`src/hw/rtl/pftt_pkg.sv`:
```
// Shared types and constants for the PWM timer settings block.
// Used by every RTL module of the block; depends on nothing.
`default_nettype none
package pftt_pkg;

  localparam int COUNTER_BITS = 16;
  localparam int FIELD_W      = 16;
  localparam int PSC_W        = 16;
  localparam int DIV_W        = 64;
  localparam int DIV_CNT_W    = $clog2(DIV_W);
  localparam int DIVP_W       = 48;
  localparam int Q_W          = 33;
  localparam int PROD_W       = COUNTER_BITS + 8;
  localparam int PADDR_W      = 3;

  // reciprocal of 100 for the compare quotient; exact for every product below 2^PROD_W
  localparam int RCP_SHIFT    = PROD_W + 7;
  localparam int RCP_W        = PROD_W + 1;

  localparam logic [31:0]        CLOCK_RESET = 32'd72000000;
  localparam logic [DIV_W-1:0]   PSC_LIMIT   = DIV_W'(65536);
  localparam logic [7:0]         PCT_MAX     = 8'd100;
  localparam logic [RCP_W-1:0]   RCP_MUL     = RCP_W'(((64'd1 << RCP_SHIFT) + 64'd99) / 64'd100);
  localparam logic [Q_W-1:0]     CNT_MAX     = Q_W'((64'd1 << COUNTER_BITS) - 64'd1);
  localparam logic [PADDR_W-3:0] REG_CLOCK_HZ = '0;

  localparam logic [1:0] STATUS_OK       = 2'd0;
  localparam logic [1:0] STATUS_BAD_ARGS = 2'd1;
  localparam logic [1:0] STATUS_RANGE    = 2'd2;

  typedef enum logic [1:0] {
    DSEL_PSC,
    DSEL_Q
  } div_sel_t;

  typedef enum logic [3:0] {
    ST_IDLE,
    ST_CHECK,
    ST_DIV_PSC,
    ST_MUL,
    ST_QSTART,
    ST_DIV_Q,
    ST_PER,
    ST_PROD,
    ST_CQUOT,
    ST_CMP,
    ST_FINISH
  } state_t;

  typedef struct packed {
    logic     load_in;
    logic     start_div;
    div_sel_t div_sel;
    logic     latch_psc;
    logic     calc_divp;
    logic     latch_q;
    logic     calc_per;
    logic     calc_prod;
    logic     calc_cquot;
    logic     set_err_args;
    logic     set_err_range;
    logic     set_ok;
    logic     load_out;
  } cmd_t;

  typedef struct packed {
    logic bad_args;
    logic psc_over;
    logic q_small;
    logic div_done;
  } dp_status_t;

endpackage
`default_nettype wire

```
`src/hw/rtl/pftt_div.sv`:
```
// Restoring unsigned divider, one quotient bit per cycle.
// Uses pftt_pkg for the operand width; shared by the prescaler and period divisions.
`default_nettype none
module pftt_div (
  input  wire logic                        clk,
  input  wire logic                        rst,
  input  wire logic                        start,
  input  wire logic [pftt_pkg::DIV_W-1:0]  num,
  input  wire logic [pftt_pkg::DIV_W-1:0]  den,
  output logic      [pftt_pkg::DIV_W-1:0]  quot,
  output logic                             done
);

  logic                            busy;
  logic [pftt_pkg::DIV_CNT_W-1:0]  cnt;
  logic [pftt_pkg::DIV_W-1:0]      rem;
  logic [pftt_pkg::DIV_W-1:0]      qt;
  logic [pftt_pkg::DIV_W-1:0]      den_r;
  logic [pftt_pkg::DIV_W:0]        trial;
  logic [pftt_pkg::DIV_W:0]        diff;
  logic                            ge;

  assign trial = {rem, qt[pftt_pkg::DIV_W-1]};
  assign diff  = trial - {1'b0, den_r};
  assign ge    = ~diff[pftt_pkg::DIV_W];
  assign quot  = qt;

  always_ff @(posedge clk) begin
    if (rst) begin
      busy <= 1'b0;
      done <= 1'b0;
      cnt  <= '0;
    end else if (start) begin
      busy <= 1'b1;
      done <= 1'b0;
      cnt  <= '0;
    end else if (busy) begin
      cnt <= cnt + 1'b1;
      if (cnt == {pftt_pkg::DIV_CNT_W{1'b1}}) begin
        busy <= 1'b0;
        done <= 1'b1;
      end
    end
  end

  always_ff @(posedge clk) begin
    if (start) begin
      rem   <= '0;
      qt    <= num;
      den_r <= den;
    end else if (busy) begin
      rem <= ge ? diff[pftt_pkg::DIV_W-1:0] : trial[pftt_pkg::DIV_W-1:0];
      qt  <= {qt[pftt_pkg::DIV_W-2:0], ge};
    end
  end

endmodule
`default_nettype wire

```
`src/hw/rtl/pftt_dp.sv`:
```
// Datapath: operand registers, the shared divider, multipliers and result registers.
// Driven by pftt_ctrl through pftt_pkg::cmd_t; instantiates pftt_div.
`default_nettype none
module pftt_dp (
  input  wire logic                     clk,
  input  wire logic                     rst,
  input  wire pftt_pkg::cmd_t           cmd,
  input  wire logic [31:0]              clock_hz,
  input  wire logic [31:0]              frequency_hz,
  input  wire logic [7:0]               duty_percent,
  output pftt_pkg::dp_status_t          stat,
  output logic [1:0]                    res_status,
  output logic [pftt_pkg::FIELD_W-1:0]  res_psc,
  output logic [pftt_pkg::FIELD_W-1:0]  res_per,
  output logic [pftt_pkg::FIELD_W-1:0]  res_cmp
);

  localparam int CB = pftt_pkg::COUNTER_BITS;
  localparam int W  = pftt_pkg::DIV_W;

  logic [31:0]                    f_r;
  logic [7:0]                     d_r;
  logic [31:0]                    c_r;
  logic [pftt_pkg::PSC_W-1:0]     psc_r;
  logic [pftt_pkg::DIVP_W-1:0]    divp_r;
  logic [pftt_pkg::Q_W-1:0]       q_r;
  logic [CB-1:0]                  per_r;
  logic [pftt_pkg::PROD_W-1:0]    prod_r;
  logic [CB:0]                    cq_r;

  logic [pftt_pkg::PSC_W:0]       psc_inc;
  logic [pftt_pkg::DIVP_W-1:0]    divp_calc;
  logic [pftt_pkg::Q_W-1:0]       q_dec;
  logic [CB:0]                    per_inc;
  logic [pftt_pkg::PROD_W-1:0]    prod_calc;
  logic [pftt_pkg::PROD_W+pftt_pkg::RCP_W-1:0] rcp_prod;
  logic [CB-1:0]                  cmp_calc;
  logic [W-1:0]                   div_num;
  logic [W-1:0]                   div_den;
  logic [W-1:0]                   quot;
  logic                           div_done;

  pftt_div u_div (
    .clk   (clk),
    .rst   (rst),
    .start (cmd.start_div),
    .num   (div_num),
    .den   (div_den),
    .quot  (quot),
    .done  (div_done)
  );

  // operand select for the shared divider
  always_comb begin
    case (cmd.div_sel)
      pftt_pkg::DSEL_PSC: begin
        div_num = W'(c_r);
        div_den = (W'(f_r[30:0]) << CB) + W'(f_r[30:0]);
      end
      pftt_pkg::DSEL_Q: begin
        div_num = (W'(c_r) << 1) + W'(divp_r);
        div_den = W'(divp_r) << 1;
      end
      default: begin
        div_num = '0;
        div_den = '0;
      end
    endcase
  end

  assign psc_inc   = {1'b0, psc_r} + 1'b1;
  assign divp_calc = psc_inc * f_r[30:0];
  assign q_dec     = q_r - 1'b1;
  assign per_inc   = {1'b0, per_r} + 1'b1;
  assign prod_calc = per_inc * d_r[6:0];
  // divide the product by 100 through its reciprocal
  assign rcp_prod  = prod_r * pftt_pkg::RCP_MUL;
  assign cmp_calc  = (cq_r > {1'b0, per_r}) ? per_r : cq_r[CB-1:0];

  assign stat.bad_args = f_r[31] | (f_r == 32'd0) | d_r[7] | (d_r > pftt_pkg::PCT_MAX);
  assign stat.psc_over = (quot >= pftt_pkg::PSC_LIMIT);
  assign stat.q_small  = (q_r <= pftt_pkg::Q_W'(1));
  assign stat.div_done = div_done;

  always_ff @(posedge clk) begin
    if (cmd.load_in) begin
      f_r <= frequency_hz;
      d_r <= duty_percent;
      c_r <= clock_hz;
    end
    if (cmd.latch_psc) begin
      psc_r <= quot[pftt_pkg::PSC_W-1:0];
    end
    if (cmd.calc_divp) begin
      divp_r <= divp_calc;
    end
    if (cmd.latch_q) begin
      q_r <= quot[pftt_pkg::Q_W-1:0];
    end
    if (cmd.calc_per) begin
      // saturate the rounded period at the counter maximum
      per_r <= (q_dec > pftt_pkg::CNT_MAX) ? CB'(pftt_pkg::CNT_MAX) : CB'(q_dec);
    end
    if (cmd.calc_prod) begin
      prod_r <= prod_calc;
    end
    if (cmd.calc_cquot) begin
      cq_r <= rcp_prod[pftt_pkg::RCP_SHIFT +: CB+1];
    end
    if (cmd.set_err_args || cmd.set_err_range) begin
      res_status <= cmd.set_err_args ? pftt_pkg::STATUS_BAD_ARGS : pftt_pkg::STATUS_RANGE;
      res_psc    <= '0;
      res_per    <= '0;
      res_cmp    <= '0;
    end else if (cmd.set_ok) begin
      res_status <= pftt_pkg::STATUS_OK;
      res_psc    <= pftt_pkg::FIELD_W'(psc_r);
      res_per    <= pftt_pkg::FIELD_W'(per_r);
      res_cmp    <= pftt_pkg::FIELD_W'(cmp_calc);
    end
  end

endmodule
`default_nettype wire

```
`src/hw/rtl/pftt_ctrl.sv`:
```
// Controller state machine sequencing the checks, divisions and multiplies.
// Uses pftt_pkg types; issues cmd_t to pftt_dp and reads its dp_status_t.
`default_nettype none
module pftt_ctrl (
  input  wire logic                 clk,
  input  wire logic                 rst,
  input  wire logic                 in_valid,
  input  wire logic                 out_free,
  input  wire pftt_pkg::dp_status_t stat,
  output logic                      in_ready,
  output pftt_pkg::cmd_t            cmd
);

  pftt_pkg::state_t state;
  pftt_pkg::state_t state_next;

  always_ff @(posedge clk) begin
    if (rst) begin
      state <= pftt_pkg::ST_IDLE;
    end else begin
      state <= state_next;
    end
  end

  always_comb begin
    state_next = state;
    case (state)
      pftt_pkg::ST_IDLE:    if (in_valid) state_next = pftt_pkg::ST_CHECK;
      pftt_pkg::ST_CHECK:   state_next = stat.bad_args ? pftt_pkg::ST_FINISH
                                                       : pftt_pkg::ST_DIV_PSC;
      pftt_pkg::ST_DIV_PSC: begin
        if (stat.div_done) begin
          state_next = stat.psc_over ? pftt_pkg::ST_FINISH : pftt_pkg::ST_MUL;
        end
      end
      pftt_pkg::ST_MUL:     state_next = pftt_pkg::ST_QSTART;
      pftt_pkg::ST_QSTART:  state_next = pftt_pkg::ST_DIV_Q;
      pftt_pkg::ST_DIV_Q:   if (stat.div_done) state_next = pftt_pkg::ST_PER;
      pftt_pkg::ST_PER:     state_next = stat.q_small ? pftt_pkg::ST_FINISH
                                                      : pftt_pkg::ST_PROD;
      pftt_pkg::ST_PROD:    state_next = pftt_pkg::ST_CQUOT;
      pftt_pkg::ST_CQUOT:   state_next = pftt_pkg::ST_CMP;
      pftt_pkg::ST_CMP:     state_next = pftt_pkg::ST_FINISH;
      pftt_pkg::ST_FINISH:  if (out_free) state_next = pftt_pkg::ST_IDLE;
      default:              state_next = pftt_pkg::ST_IDLE;
    endcase
  end

  always_comb begin
    cmd      = '0;
    cmd.div_sel = pftt_pkg::DSEL_PSC;
    in_ready = 1'b0;
    case (state)
      pftt_pkg::ST_IDLE: begin
        in_ready    = 1'b1;
        cmd.load_in = in_valid;
      end
      pftt_pkg::ST_CHECK: begin
        cmd.set_err_args = stat.bad_args;
        cmd.start_div    = ~stat.bad_args;
        cmd.div_sel      = pftt_pkg::DSEL_PSC;
      end
      pftt_pkg::ST_DIV_PSC: begin
        cmd.latch_psc     = stat.div_done & ~stat.psc_over;
        cmd.set_err_range = stat.div_done & stat.psc_over;
      end
      pftt_pkg::ST_MUL: begin
        cmd.calc_divp = 1'b1;
      end
      pftt_pkg::ST_QSTART: begin
        cmd.start_div = 1'b1;
        cmd.div_sel   = pftt_pkg::DSEL_Q;
      end
      pftt_pkg::ST_DIV_Q: begin
        cmd.latch_q = stat.div_done;
      end
      pftt_pkg::ST_PER: begin
        cmd.set_err_range = stat.q_small;
        cmd.calc_per      = ~stat.q_small;
      end
      pftt_pkg::ST_PROD: begin
        cmd.calc_prod = 1'b1;
      end
      pftt_pkg::ST_CQUOT: begin
        cmd.calc_cquot = 1'b1;
      end
      pftt_pkg::ST_CMP: begin
        cmd.set_ok = 1'b1;
      end
      pftt_pkg::ST_FINISH: begin
        cmd.load_out = out_free;
      end
      default: begin
        cmd = '0;
      end
    endcase
  end

endmodule
`default_nettype wire

```
`src/hw/rtl/pwm_frequency_to_timer_settings.sv`:
```
// A good request makes two passes of the 64-step shared divider before its result is
// valid; an erroneous request finishes with fewer steps.
// One item is handled at a time, and the next item is taken while the previous
// result still waits in the output register.
// Reset (synchronous, active high): clock_hz returns to 72000000, controller idles,
// output stage empties.
`default_nettype none
module pwm_frequency_to_timer_settings (
  input  wire logic                          clk,
  input  wire logic                          rst,
  // APB-style configuration
  input  wire logic                          psel,
  input  wire logic                          penable,
  input  wire logic                          pwrite,
  input  wire logic [pftt_pkg::PADDR_W-1:0]  paddr,
  input  wire logic [31:0]                   pwdata,
  output logic      [31:0]                   prdata,
  output logic                               pready,
  // request stream
  input  wire logic                          s_tvalid,
  output logic                               s_tready,
  input  wire logic [39:0]                   s_tdata,  // frequency_hz[31:0], duty_percent[39:32]
  // result stream
  output logic                               m_tvalid,
  input  wire logic                          m_tready,
  output logic      [47:0]                   m_tdata,  // prescaler[15:0], period[31:16], compare[47:32]
  output logic      [1:0]                    m_tuser   // status[1:0]
);

  logic [31:0]                    clock_hz;
  logic                           reg_hit;
  logic                           out_free;
  pftt_pkg::cmd_t                 cmd;
  pftt_pkg::dp_status_t           stat;
  logic [1:0]                     res_status;
  logic [pftt_pkg::FIELD_W-1:0]   res_psc;
  logic [pftt_pkg::FIELD_W-1:0]   res_per;
  logic [pftt_pkg::FIELD_W-1:0]   res_cmp;

  assign pready  = 1'b1;
  assign reg_hit = (paddr[pftt_pkg::PADDR_W-1:2] == pftt_pkg::REG_CLOCK_HZ);
  assign prdata  = reg_hit ? clock_hz : 32'd0;

  always_ff @(posedge clk) begin
    if (rst) begin
      clock_hz <= pftt_pkg::CLOCK_RESET;
    end else if (psel && penable && pwrite && pready && reg_hit) begin
      clock_hz <= pwdata;
    end
  end

  assign out_free = ~m_tvalid | m_tready;

  pftt_ctrl u_ctrl (
    .clk      (clk),
    .rst      (rst),
    .in_valid (s_tvalid),
    .out_free (out_free),
    .stat     (stat),
    .in_ready (s_tready),
    .cmd      (cmd)
  );

  pftt_dp u_dp (
    .clk          (clk),
    .rst          (rst),
    .cmd          (cmd),
    .clock_hz     (clock_hz),
    .frequency_hz (s_tdata[31:0]),
    .duty_percent (s_tdata[39:32]),
    .stat         (stat),
    .res_status   (res_status),
    .res_psc      (res_psc),
    .res_per      (res_per),
    .res_cmp      (res_cmp)
  );

  // output register: hold the result until taken
  always_ff @(posedge clk) begin
    if (rst) begin
      m_tvalid <= 1'b0;
    end else if (cmd.load_out) begin
      m_tvalid <= 1'b1;
    end else if (m_tready) begin
      m_tvalid <= 1'b0;
    end
  end

  always_ff @(posedge clk) begin
    if (cmd.load_out) begin
      m_tdata <= {res_cmp, res_per, res_psc};
      m_tuser <= res_status;
    end
  end

endmodule
`default_nettype wire

```
`config.mk`:
```
export PLATFORM = sky130hd
export DESIGN_NAME = pwm_frequency_to_timer_settings
export DESIGN_NICKNAME = d
export VERILOG_FILES = /design/src/hw/rtl/pftt_pkg.sv /design/src/hw/rtl/pftt_div.sv /design/src/hw/rtl/pftt_dp.sv /design/src/hw/rtl/pftt_ctrl.sv /design/src/hw/rtl/pwm_frequency_to_timer_settings.sv
export SDC_FILE = /design/constraint.sdc
export NUM_CORES = 2
export LEC_CHECK = 0
export BUFFER_PORTS_ARGS = -buffer_cell sky130_fd_sc_hd__buf_2
export CAP_MARGIN = 20
export CORE_ASPECT_RATIO = 1.75
export CORE_MARGIN = 2
export CORE_UTILIZATION = 28
export CTS_CLUSTER_DIAMETER = 60
export DETAILED_ROUTE_END_ITERATION = 10
export GPL_TIMING_DRIVEN = 0
export SYNTH_ARGS = -nofsm -noshare
export SYNTH_HDL_FRONTEND = slang
export SYNTH_SLANG_ARGS = --single-unit
```
`constraint.sdc`:
```
create_clock -name clk -period 9 [get_ports clk]
set_input_delay 0.45 -clock clk [delete_from_list [all_inputs] [get_ports clk]]
set_output_delay 0.45 -clock clk [all_outputs]
set_load 0.01 [all_outputs]
```
**After elaboration in Yosys (flattened, before gate mapping)**

Cells that the tools add are included.

- Flip-flop bits (word level): 563
- Input bits: 82
- Output and inout bits: 85
- Logic and storage cells: 116

- $add $sub $neg: 7
- Multipliers: 3
- Order comparisons: 5
- Equality and inequality tests: 16
- Muxes and demuxes: 36
- Bitwise gates (word level): 12
- Reduce and logical (&&, ||, !) cells: 13

Operators with widths:

| cell | number |
|---|---|
| 2-to-1 mux 64 bit | 3 |
| one-hot mux 64 bit (2 select lines) | 1 |
| one-hot mux 49 bit (2 select lines) | 1 |
| subtractor 65 x 64 -> 65 bit | 1 |
| greater-or-equal comparator 64 x 17 -> 1 bit (second input constant) | 1 |
| adder 33 x 48 -> 49 bit | 1 |
| adder 47 x 31 -> 48 bit | 1 |
| multiplier 17 x 31 -> 48 bit | 1 |
| multiplier 24 x 25 -> 48 bit (second input constant) | 1 |
| one-hot mux 4 bit (11 select lines) | 1 |
| adder 16 x 1 -> 17 bit (second input constant) | 2 |
| greater-than comparator 33 x 16 -> 1 bit (second input constant) | 1 |
| less-or-equal comparator 33 x 1 -> 1 bit (second input constant) | 1 |
| subtractor 33 x 1 -> 33 bit (second input constant) | 1 |
| logical NOT 32 bit | 1 |
| 2-to-1 mux 32 bit | 1 |
| 2-to-1 mux 4 bit | 7 |
| multiplier 17 x 7 -> 24 bit | 1 |
| greater-than comparator 17 x 16 -> 1 bit | 1 |
| == test 4 x 3 -> 1 bit (second input constant) | 4 |
| 2-to-1 mux 1 bit | 16 |
| 2-to-1 mux 16 bit | 1 |
| == test 4 bit (second input constant) | 3 |
| == test 4 x 2 -> 1 bit (second input constant) | 2 |
| other kinds (21) | 38 |

**Longest topological paths before layout**

- Depth in word-level cells: 9
- Gate-level depth with buffers: 32
- Gate-level depth less buffers: 31

**By module**

Synthesis repeated with hierarchy kept, for this count alone.

- Cell total of the unflattened synthesis: 6199
- Area total of the unflattened synthesis: 59629.7 sq um

Modules (own cells, without submodules):

| module | instances | cells each | area each (sq um) | seq. area each (sq um) |
|---|---|---|---|---|
| pftt_dp | 1 | 4692 | 44151.1 | 7807.5 |
| pftt_div | 1 | 1202 | 11810.1 | 5285.1 |
| pwm_frequency_to_timer_settings | 1 | 231 | 3199.3 | 2162.1 |
| pftt_ctrl | 1 | 74 | 469.2 | 80.1 |

**Worst setup path before layout**

No wires, ideal clock.

- Path kind: register -> register
- Start point: register u_dp.psc_r[0] in the netlist's numbering
- End point: register u_dp.divp_r[47] in the netlist's numbering, data pin
- Library setup time: 261 ps
- Arrival time: 7238 ps
- Required time: 8739 ps
- Slack: 1500 ps
- Cell stages (with the launch flop): 32
- Path buffers: 2
- Period minus slack after synthesis: 7500 ps
- Cells stage by stage: edfxtp_1 > ha_1 > inv_1 > nor2_1 > nand4_1 > nor2_1 > xnor2_1 > clkbuf_1 > clkbuf_1 > nand2_1 > fa_1 > fa_1 > inv_1 > fa_1 > fa_1 > fa_1 > inv_1 > fa_1 > inv_1 > ha_1 > inv_1 > o31ai_1 > a21oi_1 > o21ai_0 > nor3_1 > o21ai_0 > a41oi_1 > a21oi_1 > a21oi_1 > o21ai_0 > a41oi_1 > xnor2_1

- Longest elaborated chain between the ends: 2

Ends and longest elaborated chain:

| element | RTL line | source |
|---|---|---|
| from (decl) | pftt_dp.sv:24 | `logic [pftt_pkg::PSC_W-1:0] psc_r;` |
| from (signal assigned) | pftt_dp.sv:92 | `psc_r <= quot[pftt_pkg::PSC_W-1:0];` |
| adder 16 x 1 -> 17 bit | pftt_dp.sv:71 | `assign psc_inc = {1'b0, psc_r} + 1'b1;` |
| multiplier 17 x 31 -> 48 bit | pftt_dp.sv:72 | `assign divp_calc = psc_inc * f_r[30:0];` |
| via u_dp.divp_calc, one bit | pftt_dp.sv:32 | `logic [pftt_pkg::DIVP_W-1:0] divp_calc;` |
| to (signal assigned) | pftt_dp.sv:95 | `divp_r <= divp_calc;` |
| to (decl) | pftt_dp.sv:25 | `logic [pftt_pkg::DIVP_W-1:0] divp_r;` |

The timed path passes the listed nets, and every way through them passes these cells.
A chain may end at the register's enable or synchronous reset.

**Worst setup path in the final report**

- Start point: register u_dp.psc_r[1] in the netlist's numbering
- End point: register u_dp.divp_r[40] in the netlist's numbering, data pin

The elaborated chain is that of the path after synthesis.

==> impl_metrics.yaml <==
routing:
  drc: 0
  wl_per_cell_um: 21.8
  routed_wl_um: 193000
  drt-vias-per-instance: 4.85
  firstDrtPassIters: 9
  num_vias: 42984
  drtIter0Drc: 2540
  detail-route-antenna-nets: 0
critical_path:
  cp-start-kind: "register"
  required_ns: 9.40
  cp.arrival_ns: 9.20
  endpoint_kind: "register"
  path_class: "register to register"
  path_max_fanout: 10
place:
  pre_cts_ws_ns: -1.17
  dpl.hpwl_um: 163000
  portBuffers: 162
  gp_congestion: 0.990
cells_and_area:
  nets: 7491
  syn2layout_area_growth_pct: 13.3
  final_common_cell: "inv_1"
  drive_above_1_share_pct: 6.19
  final_cell_mix: "inv_1 (1,038), nand2_1 (780), fa_1 (712)"
die:
  rows: 217
  die_y_um: 597
  coreArea_sq_mm: 0.200
  die_area_sq_mm: 0.204
  boundaryPins: 167
  start_util_pct: 28.2
  die-width_um: 343
sta:
  grt_setup_unrepaired: "false"
  final_max_slew_viol_count: 0
  max_freq_mhz: 114
  period_minus_slack_ns: 8.80
  skew_ns: 0.0162
  slew-limit-headroom_pct: 15.3
  final.period_utilization_pct: 97.8
  holdWs_ns: 0.0387
  setup_viol: 0
  hold_viol_final: 0
  worst_pin_slew_ns: 1.27
  setup_ws_ns: 0.200
clocking:
  cts_tree: "done"
  max-clock-path-buffers: 3
  htreeDepth: 3
  cts_root_buf: "clkbuf_16"
  cts_sinks: 548
  insertion_delay_ns: 0.66
  clkTransAtPathRegs_ns: 0.06
  cts_made_buffers: 68
yosys:
  synth_flop_cell: "edfxtp_1"
  ys_ff_latch: 548
  synth.net_count: 7178
  syn_inst: 5855
  ys_seq_area_share_pct: 26.5
  yosysWarnings: 0
  syn_area_per_cell_sq_um: 9.60
  ys_types: 73
  syn-cell-area_sq_mm: 0.0562
  async_reset_ff_share_pct: 0
  synth_edf_count: 391
global_route:
  track_usage_pct: 18.9
  antenna_found_initial: 15
  grt_pass1_vias: 46208
  grt_pass1_wl_um: 286000
  grt_overflow: 0
  grt_max_degree: 59
job:
  maxCapViolations: 0
status:
  status: "finished, final reports clean"
worst_hold_path:
  hold_path_class: "input port to register"
==> per-layer routing <==
metal / part of all wire (%) / vias up / global-route usage, %
li1: - / 19556 / -
met1: 35 / 21461 / 19.2
met2: 51 / 1374 / 34.5
met3: 4.9 / 591 / 2.41
met4: 9.3 / 2 / 14.9
met5: 0.0067 / - / 0
==> cells in the mapped netlist (5+ instances only) <==
cell       number  area (sq um)
o211ai_1       19           143
a22o_1         16           140
o211a_1         6          60.1
or2_2          12          75.1
o31ai_1        16           120
a22oi_1         5          37.5
a211o_1         7          61.3
ha_1          529          6620
buf_1          10          37.5
or4_1           6          45.0
o21bai_1       22           165
nand3b_1       12          90.1
a2111oi_0       6          52.6
nor2b_1        72           450
inv_1        1038          3900
and3_1         33           206
nor2_1        189           709
o21a_1         16           120
a31oi_1        19           119
a21oi_1       281          1410
a21boi_0        7          52.6
nor4_1         40           250
o221ai_1        6          52.6
mux2_2          7          78.8
a41oi_1         8          70.1
edfxtp_1      391         11700
o21ai_0       230          1150
xor2_1         92           806
and2_1        213          1330
and4_1         10          87.6
fa_1          712         14300
a21o_1         88           661
clkbuf_1      223           837
nand4_1        37           231
dfxtp_1       157          3140
nor3_1         70           350
nand2b_1       71           444
nand2_1       780          2930
a211oi_1       31           233
mux2i_1        57           571
nor3b_1         5          37.5
a221oi_1        5          43.8
xnor2_1       154          1350
nand3_1        75           375
or3_1          28           175
==> kinds of logic after synthesis <==
| logic type | Yosys count | synth area share (%) |
|---|---|---|
| adder cells (fa/ha/maj) | 1241 | 37.1 |
| buffers and inverters | 1278 | 8.56 |
| XOR/XNOR | 246 | 3.83 |
| AND/OR/NAND/NOR | 1661 | 14.0 |
| AO/OA/AOI/OAI | 816 | 8.82 |
| multiplexers | 64 | 1.16 |
| other | 1 | 0.00667 |
| flip-flops | 548 | 26.5 |
==> cell type report <==
type                            count  area (sq um)
Clock buffer                       79          1820
Multi-Input combinational cell   4029         36600
Sequential cell                   548         14900
Antenna cell                        5          12.5
Inverter                         1039          3900
Buffer                            239           972
Timing Repair Buffer              243          1720
Fill cell                       20611        136000
Tap cell                         2628          3290
Clock inverter                     45           442
==> timing repair <==
item / in CTS / in global routing
endpoints found under the hold margin: 57 / 0
resized for setup: 45 / 27
hold buffers: 57 / 0
setup endpoints to repair: 17 / 9
cloned: 0 / 0
pin swaps: 2 / 0
setup buffers: 4 / 2
==> through the flow <==
step | util, % | setup TNS [ns] | instance area [sq um] | cells
after floorplan | - | 0 | 56200 | 5855
after global placement | 30.2 | -15.58 | 60300 | 8645
after detailed placement | 30.4 | -12.11 | 60600 | 8662
after CTS | 31.9 | 0 | 63600 | 8847
after global routing | 31.9 | 0 | 63700 | 8852
final | 31.9 | 0 | 63700 | 8855
==> critical path, stage by stage, from the launching register on <==
cell,delay (ns)
edfxtp_1,0.52
nand3_1,0.15
xnor2_1,0.39
clkbuf_1,0.99
nand2_1,0.18
fa_1,0.53
fa_1,0.54
fa_1,0.53
inv_1,0.06
fa_1,0.54
fa_1,0.51
inv_1,0.05
fa_1,0.47
inv_1,0.09
ha_1,0.37
a21oi_1,0.14
o21ai_0,0.08
a21oi_1,0.23
nor2b_1,0.25
a21oi_1,0.15
o21ai_2,0.31
a21oi_2,0.08
buf_4,0.17
o41ai_2,0.47
o21ba_2,0.25
o211ai_1,0.17
a21oi_1,0.24
xnor2_1,0.08
==> registers in the layout, summed over array words and instances, names as in the netlist, 17 cells and up <==
name              flops
clock_hz             32
m_tdata              48
u_dp.c_r             32
u_dp.cq_r            17
u_dp.divp_r          48
u_dp.f_r             32
u_dp.prod_r          24
u_dp.q_r             33
u_dp.u_div.den_r     49
u_dp.u_div.quot      64
u_dp.u_div.rem       64
==> final timing paths <==
check                                    start                         to  slack [ns]  depth (start not counted)
hold reg to reg   u_dp.res_per[1]$_SDFFE_PP0P_      m_tdata[17]$_DFFE_PP_        0.43                          0
setup / recovery       u_dp.psc_r[1]$_DFFE_PP_  u_dp.divp_r[40]$_DFFE_PP_        0.20                         27
hold / removal                       pwdata[1]   clock_hz[1]$_SDFFE_PP0P_        0.04                          3
setup reg to reg       u_dp.psc_r[1]$_DFFE_PP_  u_dp.divp_r[40]$_DFFE_PP_        0.20                         27
Power is not shown: default switching activity piles up to over one toggle a cycle in this logic, so the estimate is an artifact.
